===== config.mk =====
export PLATFORM = sky130hd
export DESIGN_NAME = async_hdlc_framer_deframer_flat
export DESIGN_NICKNAME = d
export VERILOG_FILES = /design/src/hw/rtl/ahdlc_pkg.sv /design/src/hw/rtl/ahdlc_if.sv /design/src/hw/rtl/ahdlc_front.sv /design/src/hw/rtl/ahdlc_queue.sv /design/src/hw/rtl/ahdlc_back.sv /design/src/hw/rtl/async_hdlc_framer_deframer.sv /design/src/flat_wrapper.sv
export SDC_FILE = /design/constraint.sdc
export NUM_CORES = 1
export LEC_CHECK = 0
export ABC_CLOCK_PERIOD_IN_PS = 4300
export BUFFER_PORTS_ARGS = -buffer_cell sky130_fd_sc_hd__buf_2
export CORE_MARGIN = 3
export CORE_UTILIZATION = 50
export DETAILED_ROUTE_END_ITERATION = 12
export PLACE_DENSITY = 0.67
export SLEW_MARGIN = 20
export SYNTH_ARGS = -nofsm -noshare
export SYNTH_HDL_FRONTEND = slang
export SYNTH_SLANG_ARGS = --single-unit

===== constraint.sdc =====
create_clock -name clk -period 4.3 [get_ports clk]
set_input_delay 0.86 -clock clk [delete_from_list [all_inputs] [get_ports clk]]
set_output_delay 0.86 -clock clk [all_outputs]
set_load 0.01 [all_outputs]

===== src/hw/rtl/ahdlc_pkg.sv =====
// Shared types, constants and the CRC-16 byte update for the async HDLC framer/deframer.
// Depends on nothing; the front, queue, back and top files refer to it by scoped names.
package ahdlc_pkg;

  localparam logic [7:0]  FLAG_BYTE = 8'h7E;
  localparam logic [7:0]  ESC_BYTE  = 8'h7D;
  localparam logic [7:0]  ESC_XOR   = 8'h20;
  localparam logic [15:0] CRC_INIT  = 16'hFFFF;
  localparam logic [15:0] CRC_POLY  = 16'h8408;

  // Job queue between the front and back parts.
  localparam int Q_DEPTH = 2;
  localparam int Q_AW    = $clog2(Q_DEPTH);

  typedef enum logic [1:0] {
    JOB_TX,
    JOB_RX_BYTE,
    JOB_RX_END
  } job_kind_t;

  typedef enum logic [1:0] {
    PH_DATA,
    PH_FCS_LO,
    PH_FCS_HI,
    PH_FLAG
  } tx_phase_t;

  typedef struct packed {
    job_kind_t   kind;
    logic [7:0]  data;
    logic        last;
    logic [15:0] fcs;
  } job_t;

  // Reflected CRC-16, one byte folded in bit by bit.
  function automatic logic [15:0] crc_update(input logic [15:0] crc_in,
                                             input logic [7:0]  b);
    logic [15:0] c;
    c = crc_in ^ {8'h00, b};
    for (int i = 0; i < 8; i++) begin
      if (c[0]) begin
        c = (c >> 1) ^ CRC_POLY;
      end else begin
        c = c >> 1;
      end
    end
    return c;
  endfunction

endpackage


===== src/hw/rtl/ahdlc_if.sv =====
// Valid/ready channel interfaces for the input items and the result items.
// Depends on nothing.
interface ahdlc_in_if;
  logic       valid;
  logic       ready;
  logic       mode;
  logic [7:0] data_byte;
  logic       frame_last;

  modport source (output valid, output mode, output data_byte, output frame_last,
                  input ready);
  modport sink   (input valid, input mode, input data_byte, input frame_last,
                  output ready);
endinterface

interface ahdlc_out_if;
  logic       valid;
  logic       ready;
  logic [7:0] out_byte;
  logic       frame_end;
  logic       run_last;

  modport source (output valid, output out_byte, output frame_end, output run_last,
                  input ready);
  modport sink   (input valid, input out_byte, input frame_end, input run_last,
                  output ready);
endinterface


===== src/hw/rtl/ahdlc_front.sv =====
// Front part: accepts items, updates CRC and receive state, and issues jobs.
// Depends on ahdlc_pkg.
module ahdlc_front (
  input  logic              clk,
  input  logic              rst_n,
  input  logic              in_valid,
  input  logic              in_mode,
  input  logic [7:0]        in_data,
  input  logic              in_last,
  input  logic              q_ready,
  output logic              in_ready,
  output logic              push,
  output ahdlc_pkg::job_t   push_job
);

  logic [15:0] crc_r, crc_nxt;
  logic        esc_r, esc_nxt;
  logic [1:0]  cnt_r, cnt_nxt;
  logic [7:0]  hold_r [2];
  logic [7:0]  hold_nxt [2];
  logic [15:0] crc_upd;
  logic        accept;
  logic        have;
  logic [7:0]  dec;

  assign in_ready = q_ready;
  assign accept   = in_valid && q_ready;
  assign crc_upd  = ahdlc_pkg::crc_update(crc_r, in_data);

  always_comb begin
    crc_nxt     = crc_r;
    esc_nxt     = esc_r;
    cnt_nxt     = cnt_r;
    hold_nxt[0] = hold_r[0];
    hold_nxt[1] = hold_r[1];
    push        = 1'b0;
    push_job    = '0;
    have        = 1'b0;
    dec         = in_data;
    if (accept) begin
      if (!in_mode) begin
        push          = 1'b1;
        push_job.kind = ahdlc_pkg::JOB_TX;
        push_job.data = in_data;
        push_job.last = in_last;
        push_job.fcs  = ~crc_upd;
        crc_nxt       = in_last ? ahdlc_pkg::CRC_INIT : crc_upd;
      end else begin
        if (esc_r) begin
          esc_nxt = 1'b0;
          dec     = in_data ^ ahdlc_pkg::ESC_XOR;
          have    = 1'b1;
        end else if (in_data == ahdlc_pkg::FLAG_BYTE) begin
          cnt_nxt       = 2'd0;
          push          = 1'b1;
          push_job.kind = ahdlc_pkg::JOB_RX_END;
        end else if (in_data == ahdlc_pkg::ESC_BYTE) begin
          esc_nxt = 1'b1;
        end else begin
          have = 1'b1;
        end
        if (have) begin
          if (cnt_r == 2'd2) begin
            // Holdback full: the oldest byte is now known not to be CRC.
            push          = 1'b1;
            push_job.kind = ahdlc_pkg::JOB_RX_BYTE;
            push_job.data = hold_r[0];
            hold_nxt[0]   = hold_r[1];
            hold_nxt[1]   = dec;
          end else begin
            if (cnt_r[0]) begin
              hold_nxt[1] = dec;
            end else begin
              hold_nxt[0] = dec;
            end
            cnt_nxt = cnt_r + 2'd1;
          end
        end
      end
    end
  end

  always_ff @(posedge clk) begin
    if (!rst_n) begin
      crc_r <= ahdlc_pkg::CRC_INIT;
      esc_r <= 1'b0;
      cnt_r <= 2'd0;
    end else begin
      crc_r <= crc_nxt;
      esc_r <= esc_nxt;
      cnt_r <= cnt_nxt;
    end
  end

  always_ff @(posedge clk) begin
    hold_r[0] <= hold_nxt[0];
    hold_r[1] <= hold_nxt[1];
  end

endmodule


===== src/hw/rtl/ahdlc_queue.sv =====
// Short job queue that decouples the front part from the back part.
// Depends on ahdlc_pkg.
module ahdlc_queue (
  input  logic              clk,
  input  logic              rst_n,
  input  logic              push,
  input  ahdlc_pkg::job_t   push_job,
  output logic              q_ready,
  input  logic              pop,
  output logic              head_valid,
  output ahdlc_pkg::job_t   head_job
);

  ahdlc_pkg::job_t             mem_r [ahdlc_pkg::Q_DEPTH];
  logic [ahdlc_pkg::Q_AW-1:0]  wr_ptr_r, wr_ptr_nxt;
  logic [ahdlc_pkg::Q_AW-1:0]  rd_ptr_r, rd_ptr_nxt;
  logic [ahdlc_pkg::Q_AW:0]    count_r, count_nxt;
  logic                        do_pop;

  assign q_ready    = (count_r != (ahdlc_pkg::Q_AW+1)'(ahdlc_pkg::Q_DEPTH));
  assign head_valid = (count_r != '0);
  assign head_job   = mem_r[rd_ptr_r];
  assign do_pop     = pop && head_valid;

  always_comb begin
    wr_ptr_nxt = push   ? wr_ptr_r + 1'b1 : wr_ptr_r;
    rd_ptr_nxt = do_pop ? rd_ptr_r + 1'b1 : rd_ptr_r;
    count_nxt  = count_r;
    if (push && !do_pop) begin
      count_nxt = count_r + 1'b1;
    end else if (!push && do_pop) begin
      count_nxt = count_r - 1'b1;
    end
  end

  always_ff @(posedge clk) begin
    if (!rst_n) begin
      wr_ptr_r <= '0;
      rd_ptr_r <= '0;
      count_r  <= '0;
    end else begin
      wr_ptr_r <= wr_ptr_nxt;
      rd_ptr_r <= rd_ptr_nxt;
      count_r  <= count_nxt;
    end
  end

  always_ff @(posedge clk) begin
    if (push) begin
      mem_r[wr_ptr_r] <= push_job;
    end
  end

endmodule


===== src/hw/rtl/ahdlc_back.sv =====
// Back part: expands each job into line or payload bytes, one result per cycle while the output is not stalled.
// Depends on ahdlc_pkg.
module ahdlc_back (
  input  logic              clk,
  input  logic              rst_n,
  input  logic              head_valid,
  input  ahdlc_pkg::job_t   head_job,
  output logic              pop,
  output logic              out_valid,
  input  logic              out_ready,
  output logic [7:0]        out_byte,
  output logic              out_frame_end,
  output logic              out_run_last
);

  ahdlc_pkg::tx_phase_t phase_r, phase_nxt;
  logic                 sub_r, sub_nxt;
  logic                 valid_r, valid_nxt;
  logic [7:0]           byte_r;
  logic                 end_r, last_r;
  logic                 load;
  logic [7:0]           cur;
  logic                 needs_esc;
  logic                 esc_first;
  logic [7:0]           emit_byte;
  logic                 emit_end;
  logic                 emit_done;

  assign load      = head_valid && (!valid_r || out_ready);
  assign pop       = load && emit_done;
  assign out_valid = valid_r;
  assign out_byte  = byte_r;
  assign out_frame_end = end_r;
  assign out_run_last  = last_r;

  // Output decode for the current step of the head job.
  always_comb begin
    case (phase_r)
      ahdlc_pkg::PH_DATA:   cur = head_job.data;
      ahdlc_pkg::PH_FCS_LO: cur = head_job.fcs[7:0];
      ahdlc_pkg::PH_FCS_HI: cur = head_job.fcs[15:8];
      default:              cur = ahdlc_pkg::FLAG_BYTE;
    endcase
    needs_esc = (cur == ahdlc_pkg::ESC_BYTE) || (cur == ahdlc_pkg::FLAG_BYTE);
    esc_first = 1'b0;
    emit_byte = cur;
    emit_end  = 1'b0;
    emit_done = 1'b1;
    case (head_job.kind)
      ahdlc_pkg::JOB_RX_BYTE: begin
        emit_byte = head_job.data;
      end
      ahdlc_pkg::JOB_RX_END: begin
        emit_byte = 8'h00;
        emit_end  = 1'b1;
      end
      default: begin
        if (phase_r == ahdlc_pkg::PH_FLAG) begin
          emit_byte = ahdlc_pkg::FLAG_BYTE;
          emit_end  = 1'b1;
        end else if (!sub_r && needs_esc) begin
          esc_first = 1'b1;
          emit_byte = ahdlc_pkg::ESC_BYTE;
          emit_done = 1'b0;
        end else begin
          emit_byte = sub_r ? (cur ^ ahdlc_pkg::ESC_XOR) : cur;
          emit_done = (phase_r == ahdlc_pkg::PH_DATA) && !head_job.last;
        end
      end
    endcase
  end

  // Step sequencing.
  always_comb begin
    phase_nxt = phase_r;
    sub_nxt   = sub_r;
    if (load) begin
      if (emit_done) begin
        phase_nxt = ahdlc_pkg::PH_DATA;
        sub_nxt   = 1'b0;
      end else if (esc_first) begin
        sub_nxt = 1'b1;
      end else begin
        sub_nxt = 1'b0;
        case (phase_r)
          ahdlc_pkg::PH_DATA:   phase_nxt = ahdlc_pkg::PH_FCS_LO;
          ahdlc_pkg::PH_FCS_LO: phase_nxt = ahdlc_pkg::PH_FCS_HI;
          ahdlc_pkg::PH_FCS_HI: phase_nxt = ahdlc_pkg::PH_FLAG;
          default:              phase_nxt = ahdlc_pkg::PH_DATA;
        endcase
      end
    end
  end

  always_comb begin
    valid_nxt = valid_r;
    if (load) begin
      valid_nxt = 1'b1;
    end else if (out_ready) begin
      valid_nxt = 1'b0;
    end
  end

  always_ff @(posedge clk) begin
    if (!rst_n) begin
      phase_r <= ahdlc_pkg::PH_DATA;
      sub_r   <= 1'b0;
      valid_r <= 1'b0;
    end else begin
      phase_r <= phase_nxt;
      sub_r   <= sub_nxt;
      valid_r <= valid_nxt;
    end
  end

  always_ff @(posedge clk) begin
    if (load) begin
      byte_r <= emit_byte;
      end_r  <= emit_end;
      last_r <= emit_done;
    end
  end

endmodule


===== src/hw/rtl/async_hdlc_framer_deframer.sv =====
// Top level of the async HDLC framer/deframer: front part, job queue, back part.
// Depends on ahdlc_pkg, ahdlc_in_if/ahdlc_out_if, ahdlc_front, ahdlc_queue, ahdlc_back.
//
//   Channel  Direction  Handshake     Carries
//   in_ch    sink       valid/ready   mode, data_byte, frame_last
//   out_ch   source     valid/ready   out_byte, frame_end, run_last
//
// The back part delivers one result per cycle from a registered output while out_ch is
// not stalled; an item yields one result for a plain byte, two for an escaped transmit
// byte, and up to seven for the last byte of a transmitted frame.
// Receive items that yield nothing are taken at the front and never reach the queue.
// Reset is synchronous and active low; it reloads the CRC and empties the receive state.
// A stall on out_ch holds the output register; the two-entry queue then fills and
// in_ch.ready falls, so the front stalls only once the queue is full.
module async_hdlc_framer_deframer (
  input  logic         clk,
  input  logic         rst_n,
  ahdlc_in_if.sink     in_ch,
  ahdlc_out_if.source  out_ch
);

  logic             q_ready;
  logic             push;
  ahdlc_pkg::job_t  push_job;
  logic             pop;
  logic             head_valid;
  ahdlc_pkg::job_t  head_job;

  // The front classifies each accepted byte and updates the CRC or the receive
  // escape and holdback state; only items that yield output issue a job.
  ahdlc_front u_front (
    .clk      (clk),
    .rst_n    (rst_n),
    .in_valid (in_ch.valid),
    .in_mode  (in_ch.mode),
    .in_data  (in_ch.data_byte),
    .in_last  (in_ch.frame_last),
    .q_ready  (q_ready),
    .in_ready (in_ch.ready),
    .push     (push),
    .push_job (push_job)
  );

  // The queue lets the front keep taking bytes while a frame tail is still going out.
  ahdlc_queue u_queue (
    .clk        (clk),
    .rst_n      (rst_n),
    .push       (push),
    .push_job   (push_job),
    .q_ready    (q_ready),
    .pop        (pop),
    .head_valid (head_valid),
    .head_job   (head_job)
  );

  // The back steps through escapes, the inverted CRC and the closing flag.
  ahdlc_back u_back (
    .clk           (clk),
    .rst_n         (rst_n),
    .head_valid    (head_valid),
    .head_job      (head_job),
    .pop           (pop),
    .out_valid     (out_ch.valid),
    .out_ready     (out_ch.ready),
    .out_byte      (out_ch.out_byte),
    .out_frame_end (out_ch.frame_end),
    .out_run_last  (out_ch.run_last)
  );

`ifndef ASSERT_OFF
  // Nothing is offered on the output directly after reset.
  a_reset_idle: assert property (@(posedge clk) !rst_n |=> !out_ch.valid)
    else $error("output valid after reset");

  // A frame end, on either direction, is always the final result of its item.
  a_end_is_last: assert property (@(posedge clk) disable iff (!rst_n)
    (out_ch.valid && out_ch.frame_end) |-> out_ch.run_last)
    else $error("frame end not marked as last result");

  // Retiring a job always puts its final result into the output register.
  a_pop_loads: assert property (@(posedge clk) disable iff (!rst_n)
    pop |=> (out_ch.valid && out_ch.run_last))
    else $error("job retired without a final result");

  // The front never issues a job into a full queue.
  a_no_overflow: assert property (@(posedge clk) disable iff (!rst_n)
    push |-> q_ready)
    else $error("job pushed into full queue");
`endif

endmodule

===== src/flat_wrapper.sv =====
// flat-port wrapper written by rule: the top's interface ports become plain ports
module async_hdlc_framer_deframer_flat 
  (clk, rst_n, in_ch_valid, in_ch_mode, in_ch_data_byte, in_ch_frame_last, in_ch_ready, out_ch_valid, out_ch_out_byte, out_ch_frame_end, out_ch_run_last, out_ch_ready);
  ahdlc_in_if in_ch_i ();
  ahdlc_out_if out_ch_i ();
  input  logic clk;
  input  logic rst_n;
  input wire logic [$bits(in_ch_i.valid)-1:0] in_ch_valid;
  input wire logic [$bits(in_ch_i.mode)-1:0] in_ch_mode;
  input wire logic [$bits(in_ch_i.data_byte)-1:0] in_ch_data_byte;
  input wire logic [$bits(in_ch_i.frame_last)-1:0] in_ch_frame_last;
  output wire logic [$bits(in_ch_i.ready)-1:0] in_ch_ready;
  output wire logic [$bits(out_ch_i.valid)-1:0] out_ch_valid;
  output wire logic [$bits(out_ch_i.out_byte)-1:0] out_ch_out_byte;
  output wire logic [$bits(out_ch_i.frame_end)-1:0] out_ch_frame_end;
  output wire logic [$bits(out_ch_i.run_last)-1:0] out_ch_run_last;
  input wire logic [$bits(out_ch_i.ready)-1:0] out_ch_ready;
  assign in_ch_i.valid = in_ch_valid;
  assign in_ch_i.mode = in_ch_mode;
  assign in_ch_i.data_byte = in_ch_data_byte;
  assign in_ch_i.frame_last = in_ch_frame_last;
  assign in_ch_ready = in_ch_i.ready;
  assign out_ch_valid = out_ch_i.valid;
  assign out_ch_out_byte = out_ch_i.out_byte;
  assign out_ch_frame_end = out_ch_i.frame_end;
  assign out_ch_run_last = out_ch_i.run_last;
  assign out_ch_i.ready = out_ch_ready;
  async_hdlc_framer_deframer u_core (.clk(clk), .rst_n(rst_n), .in_ch(in_ch_i), .out_ch(out_ch_i));
endmodule

==> impl_metrics.py <==
metrics = {
    "status": {
        "status": "complete, no violations",
    },
    "clocking": {
        "clk_pin_slew_ns": 0.09,
        "hold_buffers": 0,
        "post_cts_buffers": 0,
        "cts.sinks": 108,
        "clk_path_buf_depth": 2,
        "htreeDepth": 3,
        "clock_latency_ns": 0.36,
        "cts-root-buf": "clkbuf_8",
        "cts_buffers": 9,
        "cts_tree": "built",
        "cts_resized": 0,
    },
    "logic_synthesis": {
        "netlist_area_mm2": 0.00489,
        "synth.area.top_cells": "edfxtp_1 49%, dfxtp_1 11%, mux2_2 7.1%",
        "yosysWarningCount": 0,
        "synthFlopType": "edfxtp_1",
        "ys_async_sr_fraction": 0,
        "yosys.area.top_type": "edfxtp_1",
        "yosysUniqueCellTypes": 46,
        "syn_avg_cell_area_um2": 12.8,
        "synth.yosys.seq_area_share": 0.606,
        "syn_nets": 406,
        "synth_top_area_frac": 0.491,
        "synth-edff-count": 80,
        "syn_inst": 383,
        "yosys_register_bits": 108,
    },
    "global_routing": {
        "track_usage": 0.176,
        "grt_pass1_wl_um": 15200,
        "antenna_found_initial": 0,
        "grt_start_max_net_pins": 31,
        "grt_pass1_vias": 3012,
        "overflow": 0,
    },
    "critical_path": {
        "cp_slowest_cell": "dfxtp_1",
        "cp_top_family": "compound AO/OA/AOI/OAI gates",
        "worst_ep_arrival_time_ns": 3.71,
        "worst_ep_required_time_ns": 4.58,
        "start_kind": "flip-flop",
        "critPathKind": "reg -> reg",
        "cp_max_fo": 14,
        "cp_slowest_stage_delay_ns": 0.73,
        "cp_cell_sequence": "buf_4 -> mux2_4 -> a222oi_1 -> and3_1 -> a211oi_4 -> a211oi_4 -> inv_1 -> ha_1 -> or3_1 -> a21boi_0",
        "crit_buf_inv": 2,
        "worst_path_most_repeated_cell": "a211oi_4",
        "cp-end-kind": "flip-flop",
    },
    "pwr": {
        "pwr-share-clk": 0.237,
        "combPwrFrac": 0.273,
        "p_sw_mw": 0.846,
        "switching_share": 0.304,
        "power_mw": 2.78,
        "p_leak_nw": 1.84,
        "peakVddDrop_uv": 271,
        "intPower_mw": 1.94,
        "seq_power_share": 0.490,
        "power.density_mw_per_mm2": 523,
    },
    "timing": {
        "rsz0062_at_grt": "false",
        "drv_slew": 0,
        "relSlewSlack": 0.489,
        "max_freq_ghz": 0.291,
        "skew_ns": 0.00617,
        "worst_slew_pin_slew_ns": 0.764,
        "setup_tns_ns": 0,
        "finalHoldViolCount": 0,
        "post-route-period-util": 0.799,
        "setup_violations": 0,
        "period_minus_slack_ns": 3.43,
    },
    "floorplan": {
        "die_h_um": 105,
        "rows": 35,
        "pin_count": 26,
        "core-area_mm2": 0.00937,
        "start_util": 0.522,
        "dieArea_mm2": 0.0110,
        "die_x_um": 105,
    },
    "layout": {
        "final_core_util": 0.568,
        "fin_cells": 537,
        "final_area_mm2": 0.00533,
        "final_nets": 426,
        "syn2layout_area_growth_pct": 8.98,
        "diodes": 0,
        "drive_gt1_frac": 0.208,
    },
    "placed_design": {
        "place_congestion": 0.881,
        "place_area_mm2": 0.00511,
        "io_buffers": 25,
        "numPlacedInstances": 521,
        "place_hpwl_um": 6480,
    },
    "hold_path": {
        "hp-class": "reg -> reg",
    },
    "routing": {
        "routed_wl_um": 9170,
        "drt_iter0_drc": 172,
        "vias_per_cell": 5.49,
        "ant_nets": 0,
        "via_count": 2946,
        "drc_errors": 0,
        "wl_per_cell_um": 17.1,
        "drt-pass1-iter-count": 5,
    },
    "job": {
        "drv_cap": 0,
    },
}
[metrics by stage]
step | setup slack, ns | hold slack, ns
2_1_floorplan | 0.789 | 0.452
3_3_place_gp | 1.03 | 0.462
3_5_place_dp | 0.928 | 0.475
4_1_cts | 0.868 | 0.493
5_1_grt | 0.635 | 0.519
6_report | 0.865 | 0.486
[synth_stat cells (5+ instances only)]
| cell type | instances |
|---|---|
| o21ai_0 | 18 |
| o22ai_1 | 6 |
| clkbuf_1 | 14 |
| a31oi_1 | 5 |
| nand2_1 | 15 |
| a22oi_1 | 8 |
| edfxtp_1 | 80 |
| xnor2_1 | 12 |
| ha_1 | 9 |
| xor2_1 | 17 |
| nor3_1 | 13 |
| inv_1 | 6 |
| mux2i_1 | 5 |
| a21oi_1 | 17 |
| mux2_2 | 31 |
| nor2_1 | 37 |
| dfxtp_1 | 28 |
| a22o_1 | 8 |
| nor2b_1 | 6 |
[worst paths after layout]
| path | startpoint | slack (ns) | endpoint | depth (start not counted) |
|---|---|---|---|---|
| setup / recovery | flip-flop | 0.87 | u_core.u_queue.count_r[1] | 10 |
| hold / removal | u_core.u_queue.rd_ptr_r | 0.49 | u_core.u_queue.rd_ptr_r | 2 |
| setup reg to reg | flip-flop | 0.87 | u_core.u_queue.count_r[1] | 10 |
| hold reg to reg | u_core.u_queue.rd_ptr_r | 0.49 | u_core.u_queue.rd_ptr_r | 2 |
[cells in the final DEF, fill, tap and decap left out, types with 8 or more instances in the layout]
cell type and n:
ha_1 9, xnor2_1 12, mux2_2 31, a21oi_1 17, xor2_1 17, nor2_1 37
buf_2 25, o21ai_0 18, nor3_1 13, edfxtp_1 80, dfxtp_1 28, a22o_1 8
clkbuf_8 9, a22oi_1 8, nand2_1 15
[flip-flops by register name (all words and copies together), names as in the netlist, named ones only]
name and count:
u_core.u_queue.rd_ptr_r 1, u_core.u_queue.count_r 2, u_core.u_back.phase_r 2, u_core.u_queue.wr_ptr_r 1, u_core.u_back.out_frame_end 1, u_core.u_queue.mem_r 54, u_core.u_front.hold_r 16, u_core.u_front.esc_r 1
u_core.u_front.crc_r 16, u_core.u_back.out_byte 8, u_core.u_back.sub_r 1, u_core.u_back.out_valid 1, u_core.u_front.cnt_r 1, u_core.u_back.out_run_last 1
[power by group through the flow]
stage / Combinational (mW) / Sequential [mW] / Clock, mW
after CTS: 0.760 / 1.37 / 0.676
after floorplan: 0.554 / 1.40 / 0
final: 0.760 / 1.36 / 0.660
after global placement: 0.739 / 1.39 / 0
after detailed placement: 0.754 / 1.39 / 0
after global routing: 0.837 / 1.38 / 0.714
[metal layers]
metal | global-route usage | up-vias | part of all wire
met3 | 0.0401 | 13 | 0.043
met4 | 0.0562 | 0 | 0.020
li1 | - | 1447 | -
met5 | 0 | - | 0
met2 | 0.286 | 70 | 0.48
met1 | 0.234 | 1416 | 0.46
[kinds of logic after synthesis]
logic type	count (synthesis)	share of synthesized area
simple gates	95	0.0985
compound gates	77	0.107
buf+inv	27	0.0258
flops	108	0.606
xor+xnor	29	0.0520
fa+ha+maj	9	0.0230
mux	38	0.0878
[worst register-to-register path, delay by kind of cell (launching register included)]
family | cells | cell delay [ns]
simple gates | 2 | 0.67
fa+ha+maj | 1 | 0.34
flops | 1 | 0.73
mux | 1 | 0.32
buf+inv | 2 | 0.42
compound gates | 4 | 0.92
[area by class of cell]
class / instances / area [um^2]
Clock buffer: 11 / 131
Clock inverter: 5 / 85.1
Fill cell: 786 / 4040
Inverter: 6 / 22.5
Multi-Input combinational cell: 248 / 1800
Sequential cell: 108 / 2960
Tap cell: 129 / 161
Timing Repair Buffer: 30 / 163
No activity file was read; power rests on OpenSTA's default activity.
